<file path="src/rtl/sirt_pkg.sv">
// ----------------------------------------------------------------------------
// sirt_pkg
// Shared types, constants and the digit-to-ASCII function for the signed
// integer to radix text converter.
// ----------------------------------------------------------------------------
package sirt_pkg;

	localparam int VALUE_WIDTH = 32;
	localparam int IDX_W       = $clog2(VALUE_WIDTH);
	localparam int CNT_W       = $clog2(VALUE_WIDTH + 1);
	localparam int DIGIT_W     = 6;
	localparam int CHAR_W      = 7;

	localparam logic [DIGIT_W-1:0] RADIX_MIN  = 6'd2;
	localparam logic [DIGIT_W-1:0] RADIX_MAX  = 6'd36;
	localparam logic [CHAR_W-1:0]  MINUS_CHAR = 7'h2D;
	localparam logic [CHAR_W-1:0]  ZERO_CHAR  = 7'h30;
	localparam logic [CHAR_W-1:0]  ALPHA_CHAR = 7'h61;
	localparam logic [CHAR_W-1:0]  EMPTY_CHAR = 7'h00;

	typedef enum logic [1:0] {
		ST_IDLE,
		ST_DIVIDE,
		ST_SIGN,
		ST_EMIT
	} state_t;

	// request to the shared divider
	typedef struct packed {
		logic                   start;
		logic [VALUE_WIDTH-1:0] dividend;
		logic [DIGIT_W-1:0]     divisor;
	} div_req_t;

	// answer from the shared divider
	typedef struct packed {
		logic                   done;
		logic [VALUE_WIDTH-1:0] quotient;
		logic [DIGIT_W-1:0]     remainder;
	} div_rsp_t;

	// digit value 0..35 to '0'-'9' or 'a'-'z'
	function automatic logic [CHAR_W-1:0] digit_char(input logic [DIGIT_W-1:0] d);
		logic [CHAR_W-1:0] dx;
		dx = {1'b0, d};
		if (d < 6'd10) begin
			digit_char = ZERO_CHAR + dx;
		end else begin
			digit_char = ALPHA_CHAR + dx - 7'd10;
		end
	endfunction

endpackage

</file>
<file path="src/rtl/sirt_divider.sv">
// ----------------------------------------------------------------------------
// sirt_divider
// Restoring radix-2 divider: one quotient bit per cycle,
// small divisor (the radix).
// ----------------------------------------------------------------------------
module sirt_divider (
	input  logic            clk,
	input  logic            arst_n,
	input  sirt_pkg::div_req_t req,
	output sirt_pkg::div_rsp_t rsp
);
	import sirt_pkg::*;

	logic [VALUE_WIDTH-1:0] quot_q;
	logic [DIGIT_W-1:0]     rem_q;
	logic [DIGIT_W-1:0]     divisor_q;
	logic [IDX_W-1:0]       bit_cnt_q;
	logic                   run_q;
	logic                   done_q;

	logic [DIGIT_W:0]       trial;
	logic                   fits;
	logic [DIGIT_W:0]       trial_diff;

	// one shift-and-subtract step
	always_comb begin
		trial      = {rem_q, quot_q[VALUE_WIDTH-1]};
		fits       = (trial >= {1'b0, divisor_q});
		trial_diff = trial - {1'b0, divisor_q};
	end

	// control of the iteration
	always_ff @(posedge clk or negedge arst_n) begin
		if (!arst_n) begin
			run_q     <= 1'b0;
			done_q    <= 1'b0;
			bit_cnt_q <= '0;
		end else begin
			done_q <= 1'b0;
			if (req.start) begin
				run_q     <= 1'b1;
				bit_cnt_q <= '0;
			end else if (run_q) begin
				bit_cnt_q <= bit_cnt_q + 1'b1;
				if (bit_cnt_q == IDX_W'(VALUE_WIDTH - 1)) begin
					run_q  <= 1'b0;
					done_q <= 1'b1;
				end
			end
		end
	end

	// datapath: partial remainder and quotient shift register
	always_ff @(posedge clk) begin
		if (req.start) begin
			quot_q    <= req.dividend;
			rem_q     <= '0;
			divisor_q <= req.divisor;
		end else if (run_q) begin
			quot_q <= {quot_q[VALUE_WIDTH-2:0], fits};
			rem_q  <= fits ? trial_diff[DIGIT_W-1:0] : trial[DIGIT_W-1:0];
		end
	end

	assign rsp.done      = done_q;
	assign rsp.quotient  = quot_q;
	assign rsp.remainder = rem_q;

endmodule

</file>
<file path="src/rtl/sirt_digit_stack.sv">
// ----------------------------------------------------------------------------
// sirt_digit_stack
// Holds the remainder digits as they are produced, least significant first,
// so they can be read back most significant first. The read is registered;
// a digit written at the address being read is passed straight through.
// ----------------------------------------------------------------------------
module sirt_digit_stack (
	input  logic                          clk,
	input  logic                          wr_en,
	input  logic [sirt_pkg::IDX_W-1:0]    wr_addr,
	input  logic [sirt_pkg::DIGIT_W-1:0]  wr_data,
	input  logic [sirt_pkg::IDX_W-1:0]    rd_addr,
	output logic [sirt_pkg::DIGIT_W-1:0]  rd_data
);
	import sirt_pkg::*;

	logic [DIGIT_W-1:0] digits_q [VALUE_WIDTH];
	logic [DIGIT_W-1:0] rd_data_q;

	// digit write
	always_ff @(posedge clk) begin
		if (wr_en) begin
			digits_q[wr_addr] <= wr_data;
		end
	end

	// digit read, write-through on a matching address
	always_ff @(posedge clk) begin
		if (wr_en && (wr_addr == rd_addr)) begin
			rd_data_q <= wr_data;
		end else begin
			rd_data_q <= digits_q[rd_addr];
		end
	end

	assign rd_data = rd_data_q;

endmodule

</file>
<file path="src/rtl/signed_integer_to_radix_text_top.sv">
// The first character leaves once every digit has been divided out; the run then
// gives one character per cycle. A new value is taken only while idle, once the
// last one is through; the pace is set by the bit-serial divider, one quotient
// bit a cycle.
// An invalid radix gives its single empty word the cycle after start.
// Reset: arst_n clears the sequencer and strobe; the receiver cannot stall.
// ----------------------------------------------------------------------------
// signed_integer_to_radix_text_top
// Converts a signed value to ASCII text in radix 2..36, one character word
// per strobe, most significant first, with a leading '-' when negative.
// ----------------------------------------------------------------------------
module signed_integer_to_radix_text_top (
	input  logic                                 clk,
	input  logic                                 arst_n,
	input  logic                                 start,
	input  logic signed [31:0]                   value,
	input  logic [5:0]                           base,
	output logic                                 busy,
	output logic                                 strobe,
	output logic [sirt_pkg::CHAR_W-1:0]          character,
	output logic                                 is_last,
	output logic                                 is_empty
);
	import sirt_pkg::*;

	state_t state_q, state_d;

	logic [DIGIT_W-1:0] base_q;
	logic               neg_q;
	logic [CNT_W-1:0]   count_q, count_d;

	logic               strobe_q, strobe_d;
	logic [CHAR_W-1:0]  character_q, character_d;
	logic               is_last_q, is_last_d;
	logic               is_empty_q, is_empty_d;

	logic [VALUE_WIDTH-1:0] raw;
	logic                   raw_neg;
	logic [VALUE_WIDTH-1:0] magnitude;
	logic                   radix_ok;
	logic                   accept;

	div_req_t div_req;
	div_rsp_t div_rsp;

	logic               push;
	logic [IDX_W-1:0]   rd_addr;
	logic [DIGIT_W-1:0] rd_digit;

	// input decode
	always_comb begin
		raw       = VALUE_WIDTH'(value);
		raw_neg   = raw[VALUE_WIDTH-1];
		magnitude = raw_neg ? (~raw + 1'b1) : raw;
		radix_ok  = base inside {[RADIX_MIN:RADIX_MAX]};
		accept    = start && (state_q == ST_IDLE);
	end

	// shared divider
	sirt_divider u_div (
		.clk    (clk),
		.arst_n (arst_n),
		.req    (div_req),
		.rsp    (div_rsp)
	);

	// digit storage: fetch the digit that the next cycle emits
	assign rd_addr = count_d[IDX_W-1:0] - 1'b1;

	sirt_digit_stack u_stack (
		.clk     (clk),
		.wr_en   (push),
		.wr_addr (count_q[IDX_W-1:0]),
		.wr_data (div_rsp.remainder),
		.rd_addr (rd_addr),
		.rd_data (rd_digit)
	);

	// sequencer: next state and output word
	always_comb begin
		state_d          = state_q;
		count_d          = count_q;
		strobe_d         = 1'b0;
		character_d      = character_q;
		is_last_d        = is_last_q;
		is_empty_d       = 1'b0;
		push             = 1'b0;
		div_req.start    = 1'b0;
		div_req.dividend = div_rsp.quotient;
		div_req.divisor  = base_q;
		case (state_q)
			ST_IDLE: begin
				div_req.dividend = magnitude;
				div_req.divisor  = base;
				count_d          = '0;
				if (accept) begin
					if (radix_ok) begin
						div_req.start = 1'b1;
						state_d       = ST_DIVIDE;
					end else begin
						strobe_d    = 1'b1;
						character_d = EMPTY_CHAR;
						is_last_d   = 1'b1;
						is_empty_d  = 1'b1;
					end
				end
			end
			ST_DIVIDE: begin
				if (div_rsp.done) begin
					push    = 1'b1;
					count_d = count_q + 1'b1;
					if (div_rsp.quotient != '0) begin
						div_req.start = 1'b1;
					end else begin
						state_d = neg_q ? ST_SIGN : ST_EMIT;
					end
				end
			end
			ST_SIGN: begin
				strobe_d    = 1'b1;
				character_d = MINUS_CHAR;
				is_last_d   = 1'b0;
				state_d     = ST_EMIT;
			end
			ST_EMIT: begin
				count_d     = count_q - 1'b1;
				strobe_d    = 1'b1;
				character_d = digit_char(rd_digit);
				is_last_d   = (count_q == CNT_W'(1));
				if (count_q == CNT_W'(1)) begin
					state_d = ST_IDLE;
				end
			end
			default: begin
				state_d = ST_IDLE;
			end
		endcase
	end

	// control registers
	always_ff @(posedge clk or negedge arst_n) begin
		if (!arst_n) begin
			state_q  <= ST_IDLE;
			count_q  <= '0;
			strobe_q <= 1'b0;
		end else begin
			state_q  <= state_d;
			count_q  <= count_d;
			strobe_q <= strobe_d;
		end
	end

	// payload registers
	always_ff @(posedge clk) begin
		character_q <= character_d;
		is_last_q   <= is_last_d;
		is_empty_q  <= is_empty_d;
		if (accept) begin
			base_q <= base;
			neg_q  <= raw_neg;
		end
	end

	assign busy      = (state_q != ST_IDLE);
	assign strobe    = strobe_q;
	assign character = character_q;
	assign is_last   = is_last_q;
	assign is_empty  = is_empty_q;

`ifndef SYNTHESIS
	// an empty word is a lone, blank, final word
	a_empty_word: assert property (@(posedge clk) disable iff (!arst_n)
		strobe && is_empty |-> is_last && (character == EMPTY_CHAR))
		else $error("empty word not marked last or not blank");

	// the final word hands the block back to idle
	a_last_frees: assert property (@(posedge clk) disable iff (!arst_n)
		strobe && is_last |-> !busy)
		else $error("busy after final word");

	// emission never starts from an empty stack
	a_emit_count: assert property (@(posedge clk) disable iff (!arst_n)
		(state_q == ST_EMIT) |-> (count_q != '0) && (count_q <= CNT_W'(VALUE_WIDTH)))
		else $error("digit count out of range while emitting");

	// a digit is pushed only while dividing
	a_push_state: assert property (@(posedge clk) disable iff (!arst_n)
		div_rsp.done |-> (state_q == ST_DIVIDE))
		else $error("divider finished outside divide state");
`endif

endmodule
</file>
<file path="config.mk">
export PLATFORM = sky130hd
export DESIGN_NAME = signed_integer_to_radix_text_top
export DESIGN_NICKNAME = d
export VERILOG_FILES = /design/src/rtl/sirt_pkg.sv /design/src/rtl/sirt_divider.sv /design/src/rtl/sirt_digit_stack.sv /design/src/rtl/signed_integer_to_radix_text_top.sv
export SDC_FILE = /design/constraint.sdc
export NUM_CORES = 1
export LEC_CHECK = 0
export ABC_AREA = 1
export BUFFER_PORTS_ARGS = -buffer_cell sky130_fd_sc_hd__buf_2
export CAP_MARGIN = 20
export CORE_MARGIN = 8
export CORE_UTILIZATION = 45
export DETAILED_ROUTE_END_ITERATION = 12
export GPL_TIMING_DRIVEN = 0
export PLACE_DENSITY_LB_ADDON = 0.12
export SYNTH_ARGS = -nofsm -noshare
export SYNTH_HDL_FRONTEND = slang
export SYNTH_SLANG_ARGS = --single-unit
</file>
<file path="constraint.sdc">
create_clock -name clk -period 3.3 [get_ports clk]
set_input_delay 0.495 -clock clk [delete_from_list [all_inputs] [get_ports clk]]
set_output_delay 0.495 -clock clk [all_outputs]
set_load 0.005 [all_outputs]
</file>
==> results of run 1 <==
==> repair_timing <==
action / in CTS / in global routing
pin swaps: 0 / 0
setup endpoints to repair: 20 / 33
resized for setup: 1 / 1
endpoints found under the hold margin: 16 / 0
hold buffers: 1 / 0
==> sequential cells by signal (all words and copies together), names as in the netlist, named ones only <==
signal	count
is_last	1
u_div.bit_cnt_q	5
is_empty	1
strobe	1
u_stack.digits_q	192
u_div.quot_q	32
count_q	6
character	7
u_div.done_q	1
u_div.run_q	1
u_div.rem_q	6
state_q	2
base_q	6
neg_q	1
u_div.divisor_q	6
==> synthesized netlist by cell type, types with 4 or more instances <==
| cell | count |
|---|---|
| inv_2 | 4 |
| nor2_1 | 115 |
| nand2_2 | 6 |
| xnor2_1 | 7 |
| buf_4 | 13 |
| nor3_1 | 9 |
| o221ai_1 | 14 |
| o21ai_0 | 82 |
| nand3_1 | 141 |
| a21oi_1 | 25 |
| nand2_1 | 304 |
| nor4_1 | 11 |
| xor2_1 | 15 |
| clkbuf_1 | 11 |
| o211ai_1 | 9 |
| o31ai_1 | 4 |
| inv_1 | 75 |
| a22o_1 | 11 |
| buf_2 | 21 |
| o21ai_1 | 9 |
| buf_6 | 8 |
| dfxtp_1 | 12 |
| edfxtp_1 | 245 |
| nand4_1 | 7 |
| ha_1 | 23 |
| dfrtp_1 | 16 |
==> logic make-up after synthesis <==
kind of cell / Yosys count
adder cells (fa/ha/maj): 24
buffers and inverters: 135
XOR/XNOR: 22
AND/OR/NAND/NOR: 603
AO/OA/AOI/OAI: 167
flip-flops: 273
==> layout by cell type, fill, tap and decap left out, types with 4 or more instances in the layout <==
cell type and count:
nor4_1 10, o21ai_0 82, buf_4 13, o31ai_1 4
buf_6 8, a22o_1 11, xnor2_1 7, nor3_1 9
o211ai_1 9, o221ai_1 14, a21oi_1 25, dfxtp_1 12
o21ai_1 9, inv_2 4, buf_16 4, ha_1 23
clkbuf_16 31, nor2_1 115, inv_1 75, xor2_1 15
edfxtp_1 245, nand2_2 7, nand2_1 303, nand3_1 141
dfrtp_1 16, nand4_1 7, clkbuf_1 19, buf_2 73
==> metrics by stage <==
step | area [um^2] | cells | setup TNS, ps
after floorplan | 12700 | 1224 | 0
final | 14500 | 1711 | 0
after global routing | 14500 | 1711 | 0
after global placement | 13400 | 1653 | -17010
after detailed placement | 13600 | 1661 | -1470
after CTS | 14500 | 1712 | 0
==> layer usage <==
layer	vias to the layer above	GRT usage [%]
met3	74	3.38
met1	4535	27.8
met4	0	6.62
li1	4458	-
met2	394	33.4
met5	-	0
==> power groups by stage <==
| stage | Combinational [mW] | Clock, mW | Sequential (mW) |
|---|---|---|---|
| after floorplan | 0.0538 | 0 | 3.79 |
| final | 0.110 | 3.25 | 3.71 |
| after global placement | 0.108 | 0 | 3.79 |
| after detailed placement | 0.109 | 0 | 3.79 |
| after CTS | 0.111 | 3.29 | 3.71 |
| after global routing | 0.125 | 3.42 | 3.71 |
==> worst max-delay path by stage <==
stage                               from                          to  slack (ps)
6_report                            flop      character[3]$_DFFE_PP_         240
5_1_grt           state_q[0]$_DFFE_PN0P_  u_div.quot_q[20]$_DFFE_PP_          20
2_1_floorplan     state_q[0]$_DFFE_PN0P_   u_div.quot_q[0]$_DFFE_PP_         490
4_1_cts           state_q[0]$_DFFE_PN0P_  u_div.quot_q[16]$_DFFE_PP_          40
3_3_place_gp   u_div.quot_q[8]$_DFFE_PP_  u_div.quot_q[18]$_DFFE_PP_        -530
3_5_place_dp   u_div.quot_q[8]$_DFFE_PP_  u_div.quot_q[15]$_DFFE_PP_         -70
==> cell type report <==
type,count,share of cell area [%]
clock buffer,40,5.57
sequential,273,55.0
multi-input combinational,816,27.9
buffer,52,2.27
inverter,82,2.15
tap,378,3.25
clock inverter,10,0.938
timing repair buffer,60,2.93
==> impl_metrics.tcl, run 1 <==
set metrics [dict create \
    ys_ff_latch 273 \
    power_frac_seq_pct 52.5 \
    p_leak_nw 5.65 \
    cts_buffers 30 \
    clock_sinks 273 \
    wl_met1_mm 15.2 \
    syn-num-nets 1289 \
    rows 61 \
    path_cells "buf_4 -> inv_4 -> buf_6 -> buf_2 -> o21ai_0 -> o211ai_1 -> nand3_1 -> nand2_1 -> nand2_1 -> nand2_2 -> inv_1 -> ha_1 -> nand2_2 -> inv_1 -> o211ai_1 -> nand2_1" \
    period_share_pct 92.7 \
    pwr-share-clk_pct 45.9 \
    core_um2 27800 \
    die_h_um 184 \
    seq_area_frac_synth_pct 63.0 \
    regToRegSetupSlack_ps 240 \
    layout-drive-gt1-share_pct 12.1 \
    slew_viol_final 0 \
    async_flop_share_pct 5.86 \
    syn_area_um2 12700 \
    cp_num_buf_inv 6 \
    ir_drop_uv 355 \
    cts_root_buf "clkbuf_16" \
    rsz0062_at_grt "no" \
    finalHoldViolCount 0 \
    holdPathStages 1 \
    layout_setup_ws_ps 241 \
    clk_path_buf_depth 3 \
    n_fill_cell 2524 \
    crit_cells 16 \
    antenna_found_initial 0 \
    r2r_cells 16 \
    yosys.area.top_type_share_pct 58.0 \
    cap_violations 0 \
    nets 1380 \
    switchingPower_mw 1.38 \
    slowest_delay_ps 330 \
    drcViolationCount 0 \
    drt_iter0_markers 899 \
    hold_end "base_q[3]$_DFFE_PP_" \
    ant_nets 0 \
    path_clk_slew_ps 60 \
    wl_met3_mm 2.64 \
    cts_tree "done" \
    synth_edf_count 245 \
    grtUsageTotal_pct 20.5 \
    grt_pass1_vias 9084 \
    r2r_end "character[3]$_DFFE_PP_" \
    syn_area_per_cell_um2 10.4 \
    route.final.wire_length_mm 35.1 \
    synthAdderAreaFrac_pct 2.42 \
    slew-limit-headroom_pct 41.8 \
    max_freq_mhz 327 \
    period_minus_slack_ps 3060 \
    ys_warn_count 0 \
    crit_type "reg -> reg" \
    wire_per_inst_um 20.5 \
    worst_setup_path_end_kind "flop" \
    top_layer_used "met4" \
    placement.io_buffers 51 \
    dp_hpwl_mm 24.0 \
    clk_latency_ps 550 \
    critPathRequiredTime_ps 3580 \
    yosys.area_share.simple_pct 20.0 \
    grt_max_degree 27 \
    crit_fanout 10 \
    synth_cell_types 43 \
    synth_top_flop_cell "edfxtp_1" \
    die_area_um2 33800 \
    cell_internal_pwr_mw 5.69 \
    critPathArrivalTime_ps 3340 \
    synth.area.top_cells "edfxtp_1 58%, nand2_1 9.0%, nand3_1 5.6%" \
    startpoint_type "flop" \
    hold_class "in -> reg" \
    tightest_slew_ps 872 \
    dp_slack_ps -74.6 \
    hold_ws_ps 160 \
    syn_to_final_growth_pct 14.6 \
    layout.core_utilization_pct 52.3 \
    wl_met2_mm 16.1 \
    status "finished, final reports clean" \
    crit_path_top_delay_cell "o211ai_1" \
    synth_top_family_by_area "simple AND/OR/NAND/NOR gates" \
    drt-pass1-iter-count 5 \
    comb_power_share_pct 1.6 \
    multi_input_area_um2 4060 \
    viasPerCell 5.53 \
    die_w_um 184 \
    post_synth_inst_count 1224 \
    finalClockSkew_ps 10.9 \
    finalSetupViolCount 0 \
    final-seq-area_um2 8000 \
    yosys-mux-area-fraction_pct 0 \
    synth_largest_area_cell "edfxtp_1" \
    grt_pass1_wl_mm 52.7 \
    switching_share_pct 19.5 \
    power.total_mw 7.07 \
    powerDensity_nw_per_um2 486 \
    cp_top_family "buffers and inverters" \
    io_pins 52 \
    path_common_cell "nand2_1" \
    synth_compound_area_share_pct 7.92 \
    h-tree-depth 1 \
    route.vias.total 9461 \
    synthXorXnorAreaFrac_pct 1.52 \
    overflow 0 \
    start_util_pct 45.7 \
    cts_setup_buffers 0 \
    hp-start "base[3]" \
    place_congestion 0.973 \
    diodes 0 \
]
No activity file was read; power rests on OpenSTA's default activity.
==> run 2, diff against run 1 <==
--- a/config.mk
+++ b/config.mk
@@ -12,7 +12,8 @@
 export CORE_UTILIZATION = 45
 export DETAILED_ROUTE_END_ITERATION = 12
 export GPL_TIMING_DRIVEN = 0
-export PLACE_DENSITY_LB_ADDON = 0.12
+export PLACE_DENSITY = 0.65
+export REMOVE_ABC_BUFFERS = 1
 export SYNTH_ARGS = -nofsm -noshare
 export SYNTH_HDL_FRONTEND = slang
 export SYNTH_SLANG_ARGS = --single-unit
==> impl_metrics.tcl, run 2 (same netlist as run 1, synthesis figures left out) <==
set metrics [dict create \
    drcViolationCount 0 \
    path_clk_slew_ps 60 \
    design_area_um2 14200 \
    tightest_slew_ps 845 \
    busiest_layer "met2" \
    place_congestion 0.871 \
    r2r_cells 8 \
    io_pins 52 \
    nets 1329 \
    crit_fanout 33 \
    startpoint_type "flop" \
    hold_class "in -> reg" \
    cts_root_buf "clkbuf_16" \
    die_h_um 184 \
    period_share_pct 92.7 \
    wire_per_inst_um 17.7 \
    slew_viol_final 0 \
    r2r_end "u_div.quot_q[18]$_DFFE_PP_" \
    layout.core_utilization_pct 51.1 \
    worst_setup_path_end_kind "flop" \
    clock_sinks 273 \
    dp_hpwl_mm 19.2 \
    route.final.wire_length_mm 29.5 \
    grt_pass1_vias 8921 \
    power.total_mw 6.83 \
    drt_iter0_markers 869 \
    hold_end "base_q[0]$_DFFE_PP_" \
    rows 61 \
    regToRegSetupSlack_ps 240 \
    holdPathStages 1 \
    tns_ps 0 \
    period_minus_slack_ps 3060 \
    r2r-start "u_div.quot_q[12]$_DFFE_PP_" \
    antenna_found_initial 0 \
    cts_buffers 28 \
    grt_pass1_wl_mm 47.0 \
    syn_to_final_growth_pct 11.9 \
    drt-pass1-iter-count 5 \
    multi_input_area_um2 4050 \
    status "finished, final reports clean" \
    max_freq_mhz 327 \
    route.vias.total 8934 \
    finalClockSkew_ps 23.7 \
    crit_type "reg -> reg" \
    grt_max_degree 97 \
    layout-drive-gt1-share_pct 9.57 \
    grtUsageMet3_pct 2.98 \
    die_area_um2 33800 \
    cts_tree "done" \
    core_um2 27800 \
    placement.io_buffers 51 \
    placed_area_um2 13300 \
    cts_setup_buffers 0 \
    rsz0062_at_grt "no" \
    critPathRequiredTime_ps 3550 \
    hp-start "base[0]" \
    finalNonFillerCells 1663 \
    place_inst 1608 \
    start_util_pct 45.7 \
    powerDensity_nw_per_um2 481 \
    ant_nets 0 \
    slew-limit-headroom_pct 43.6 \
    overflow 0 \
    grtUsageTotal_pct 17.3 \
    grtUsageMet2_pct 28.1 \
    final_common_cell "nand2_1" \
    clk_latency_ps 560 \
    largest-register "u_stack.digits_q" \
    n_fill_cell 2542 \
    final_cell_mix "303 x nand2_1, 245 x edfxtp_1, 141 x nand3_1, 115 x nor2_1, 82 x o21ai_0" \
    use_met1_pct 23.1 \
    finalHoldViolCount 0 \
    cap_violations 0 \
    ir_drop_uv 297 \
    diodes 0 \
    die_w_um 184 \
    largest_reg_flops 192 \
    final-seq-area_um2 8010 \
    viasPerCell 5.37 \
    clk_path_buf_depth 3 \
    h-tree-depth 1 \
    p_leak_nw 5.44 \
    finalSetupViolCount 0 \
    critPathArrivalTime_ps 3310 \
]
## run 2: cell type report
cell class	instances	share of cell area (%)
Inverter	82	2.33
Clock inverter	17	0.995
Multi-Input combinational cell	816	28.5
Timing Repair Buffer	62	3.33
Tap cell	378	3.33
Timing Repair inverter	1	0.0528
Sequential cell	273	56.4
Clock buffer	34	5.09
## run 2: worst max-delay path: stages (launching register included)
cell and delay (ps):
edfxtp_1 400, nor4_1 570, nand4_1 300, o21ai_1 230, nand2_2 240, inv_4 340, nand2_1 180, nand2_2 280
buf_16 210
## run 2: power breakdown
part           leakage (nW)  switching (mW)  internal, mW
registers              2.49               0          3.71
logic                  2.52          0.0680        0.0409
clock network         0.424            1.30          1.71
total                  5.44            1.37          5.46
## run 2: worst max-delay path by stage
stage	from	to	slack, ps	cells past startpoint
detailed placement	flop	character[3]$_DFFE_PP_	-480	12
global placement	flop	character[5]$_DFFE_PP_	-2790	14
CTS	flop	character[3]$_DFFE_PP_	1	14
finish	u_div.quot_q[12]$_DFFE_PP_	u_div.quot_q[18]$_DFFE_PP_	240	8
global route	flop	character[3]$_DFFE_PP_	30	14
floorplan	flop	character[0]$_DFFE_PP_	-760	14
## run 2: through the flow
step	hold slack [ps]	setup slack, ps
floorplan	199	-759
global placement	451	-2790
detailed placement	453	-476
CTS	157	1.05
global route	168	30.0
finish	175	240
## run 2: what timing repair did
action | in CTS | in global routing
gates resized for setup | 5 | 6
gates cloned | 1 | 0
pin swaps | 0 | 0
hold buffers | 1 | 0
setup endpoints to repair | 30 | 30
hold endpoints to repair | 16 | 0
## run 2: layer usage
metal / vias up / part of all wire, %
met5: - / 0
met4: 0 / 2.8
met3: 55 / 5.8
met2: 264 / 47
met1: 4249 / 44
li1: 4366 / -
==> run 3, diff against run 2 <==
--- a/config.mk
+++ b/config.mk
@@ -12,7 +12,6 @@
 export CORE_UTILIZATION = 45
 export DETAILED_ROUTE_END_ITERATION = 12
 export GPL_TIMING_DRIVEN = 0
-export PLACE_DENSITY = 0.65
 export REMOVE_ABC_BUFFERS = 1
 export SYNTH_ARGS = -nofsm -noshare
 export SYNTH_HDL_FRONTEND = slang
==> impl_metrics.tcl, run 3 (same netlist as run 1, synthesis figures left out) <==
set metrics [dict create \
    finalHoldViolCount 0 \
    slew_viol_final 0 \
    slew-limit-headroom_pct 36.7 \
    n_fill_cell 2501 \
    route.final.wire_length_mm 29.9 \
    nets 1331 \
    path_clk_slew_ps 60 \
    startpoint_type "flop" \
    clk_path_buf_depth 3 \
    grt_max_degree 97 \
    worst_setup_path_end_kind "flop" \
    die_area_um2 33800 \
    place_congestion 0.870 \
    syn_to_final_growth_pct 13.1 \
    final-seq-area_um2 8010 \
    ant_nets 0 \
    max_freq_mhz 326 \
    drt_iter0_markers 767 \
    final_cell_mix "303 x nand2_1, 245 x edfxtp_1, 141 x nand3_1, 115 x nor2_1, 82 x o21ai_0" \
    powerDensity_nw_per_um2 500 \
    cap_violations 0 \
    h-tree-depth 1 \
    multi_input_area_um2 4060 \
    viasPerCell 5.36 \
    critPathArrivalTime_ps 3360 \
    ir_drop_uv 464 \
    wl_met1_mm 14.1 \
    cts_tree "done" \
    power.total_mw 7.18 \
    slowest_delay_ps 460 \
    placement.io_buffers 51 \
    critPathRequiredTime_ps 3590 \
    io_pins 52 \
    period_minus_slack_ps 3070 \
    finalSetupViolCount 0 \
    rsz0062_at_grt "yes" \
    tns_ps 0 \
    layout-drive-gt1-share_pct 10.2 \
    largest_reg_flops 192 \
    clock_sinks 273 \
    cts_buffers 30 \
    core_um2 27800 \
    crit_fanout 96 \
    drcViolationCount 0 \
    crit_path_top_delay_cell "dfxtp_4" \
    antenna_found_initial 0 \
    clk_latency_ps 560 \
    layout.core_utilization_pct 51.7 \
    finalClockSkew_ps 18.8 \
    wl_met2_mm 13.5 \
    cts_root_buf "clkbuf_16" \
    drt-pass1-iter-count 5 \
    wl_met3_mm 1.78 \
    rows 61 \
    grt_pass1_vias 8696 \
    start_util_pct 45.7 \
    final_common_cell "nand2_1" \
    status "finished, final reports clean" \
    grtUsageTotal_pct 17.4 \
    top_layer_used "met4" \
    p_leak_nw 5.50 \
    crit_type "reg -> reg" \
    grt_pass1_wl_mm 47.1 \
    wire_per_inst_um 17.9 \
    path_cells "buf_12 -> inv_8 -> o21ai_0 -> o211ai_1 -> nand3_1 -> nand3_1 -> nand2_2 -> ha_1 -> nand2_2 -> inv_1 -> o211ai_1 -> nand2_1" \
    largest-register "u_stack.digits_q" \
    diodes 0 \
    die_w_um 184 \
    hold_class "in -> reg" \
    route.vias.total 8942 \
    overflow 0 \
    tightest_slew_ps 948 \
    die_h_um 184 \
    period_share_pct 93.0 \
    dp_hpwl_mm 19.0 \
]
-- run 3: changes by cell type in the layout (fill, tap and decap cells not counted), moves of 2 or more --
cell,before,now
clkinvlp_4,3,6
buf_12,1,3
bufinv_16,2,4
clkbuf_1,6,4
clkbuf_16,28,30
clkinv_2,7,5
-- run 3: power by group --
part           internal (mW)  switching [mW]  total [mW]
Combinational         0.0409          0.0660       0.107
Sequential              3.71               0        3.71
Clock                   1.98            1.38        3.36
-- run 3: final timing paths --
check	startpoint	endpoint	slack, ps	cells past startpoint
min in group asynchronous	arst_n	strobe$_DFF_PN0_	410	2
setup / recovery	flop	character[3]$_DFFE_PP_	230	12
hold / removal	base[3]	base_q[3]$_DFFE_PP_	150	1
max in group asynchronous	arst_n	u_div.run_q$_DFF_PN0_	2580	2
hold reg to reg	u_div.bit_cnt_q[4]$_DFFE_PN0P_	u_div.bit_cnt_q[4]$_DFFE_PN0P_	520	1
setup reg to reg	flop	character[3]$_DFFE_PP_	230	12
-- run 3: cell type report --
type | instances | share of cell area (%)
timing repair inverter | 1 | 0.0523
clock buffer | 34 | 5.33
sequential | 273 | 55.8
clock inverter | 21 | 1.59
timing repair buffer | 62 | 3.43
multi-input combinational | 816 | 28.3
inverter | 82 | 2.27
tap | 378 | 3.29
-- run 3: stage by stage --
stage	cell area, um^2	cells	hold slack, ps	setup WS (ps)
3_5_place_dp	13300	1609	453	-438
3_3_place_gp	13100	1600	459	-3140
4_1_cts	14300	1665	132	12.4
5_1_grt	14400	1667	140	-10.4
2_1_floorplan	12400	1171	199	-759
6_report	14400	1667	151	232
-- run 3: routing by layer --
layer | global-route usage [%] | up-vias
met5 | 0 | -
met4 | 3.78 | 0
met3 | 2.23 | 47
met2 | 27.4 | 278
met1 | 25.5 | 4255
li1 | - | 4362
-- run 3: critical path, delay by kind of cell, from the launching register on --
family,cells,cell delay (ps)
buffers and inverters,3,760
AOI/OAI and AO/OA,3,640
adders and majority gates,1,210
and+or+nand+nor,5,640
DFF,1,460
-- run 3: what timing repair did --
action / CTS / global route
cloned: 0 / 1
endpoints found under the setup margin: 39 / 22
hold buffers: 1 / 0
buffers inserted: 0 / 1
hold endpoints to repair: 16 / 0
gates resized for setup: 4 / 6
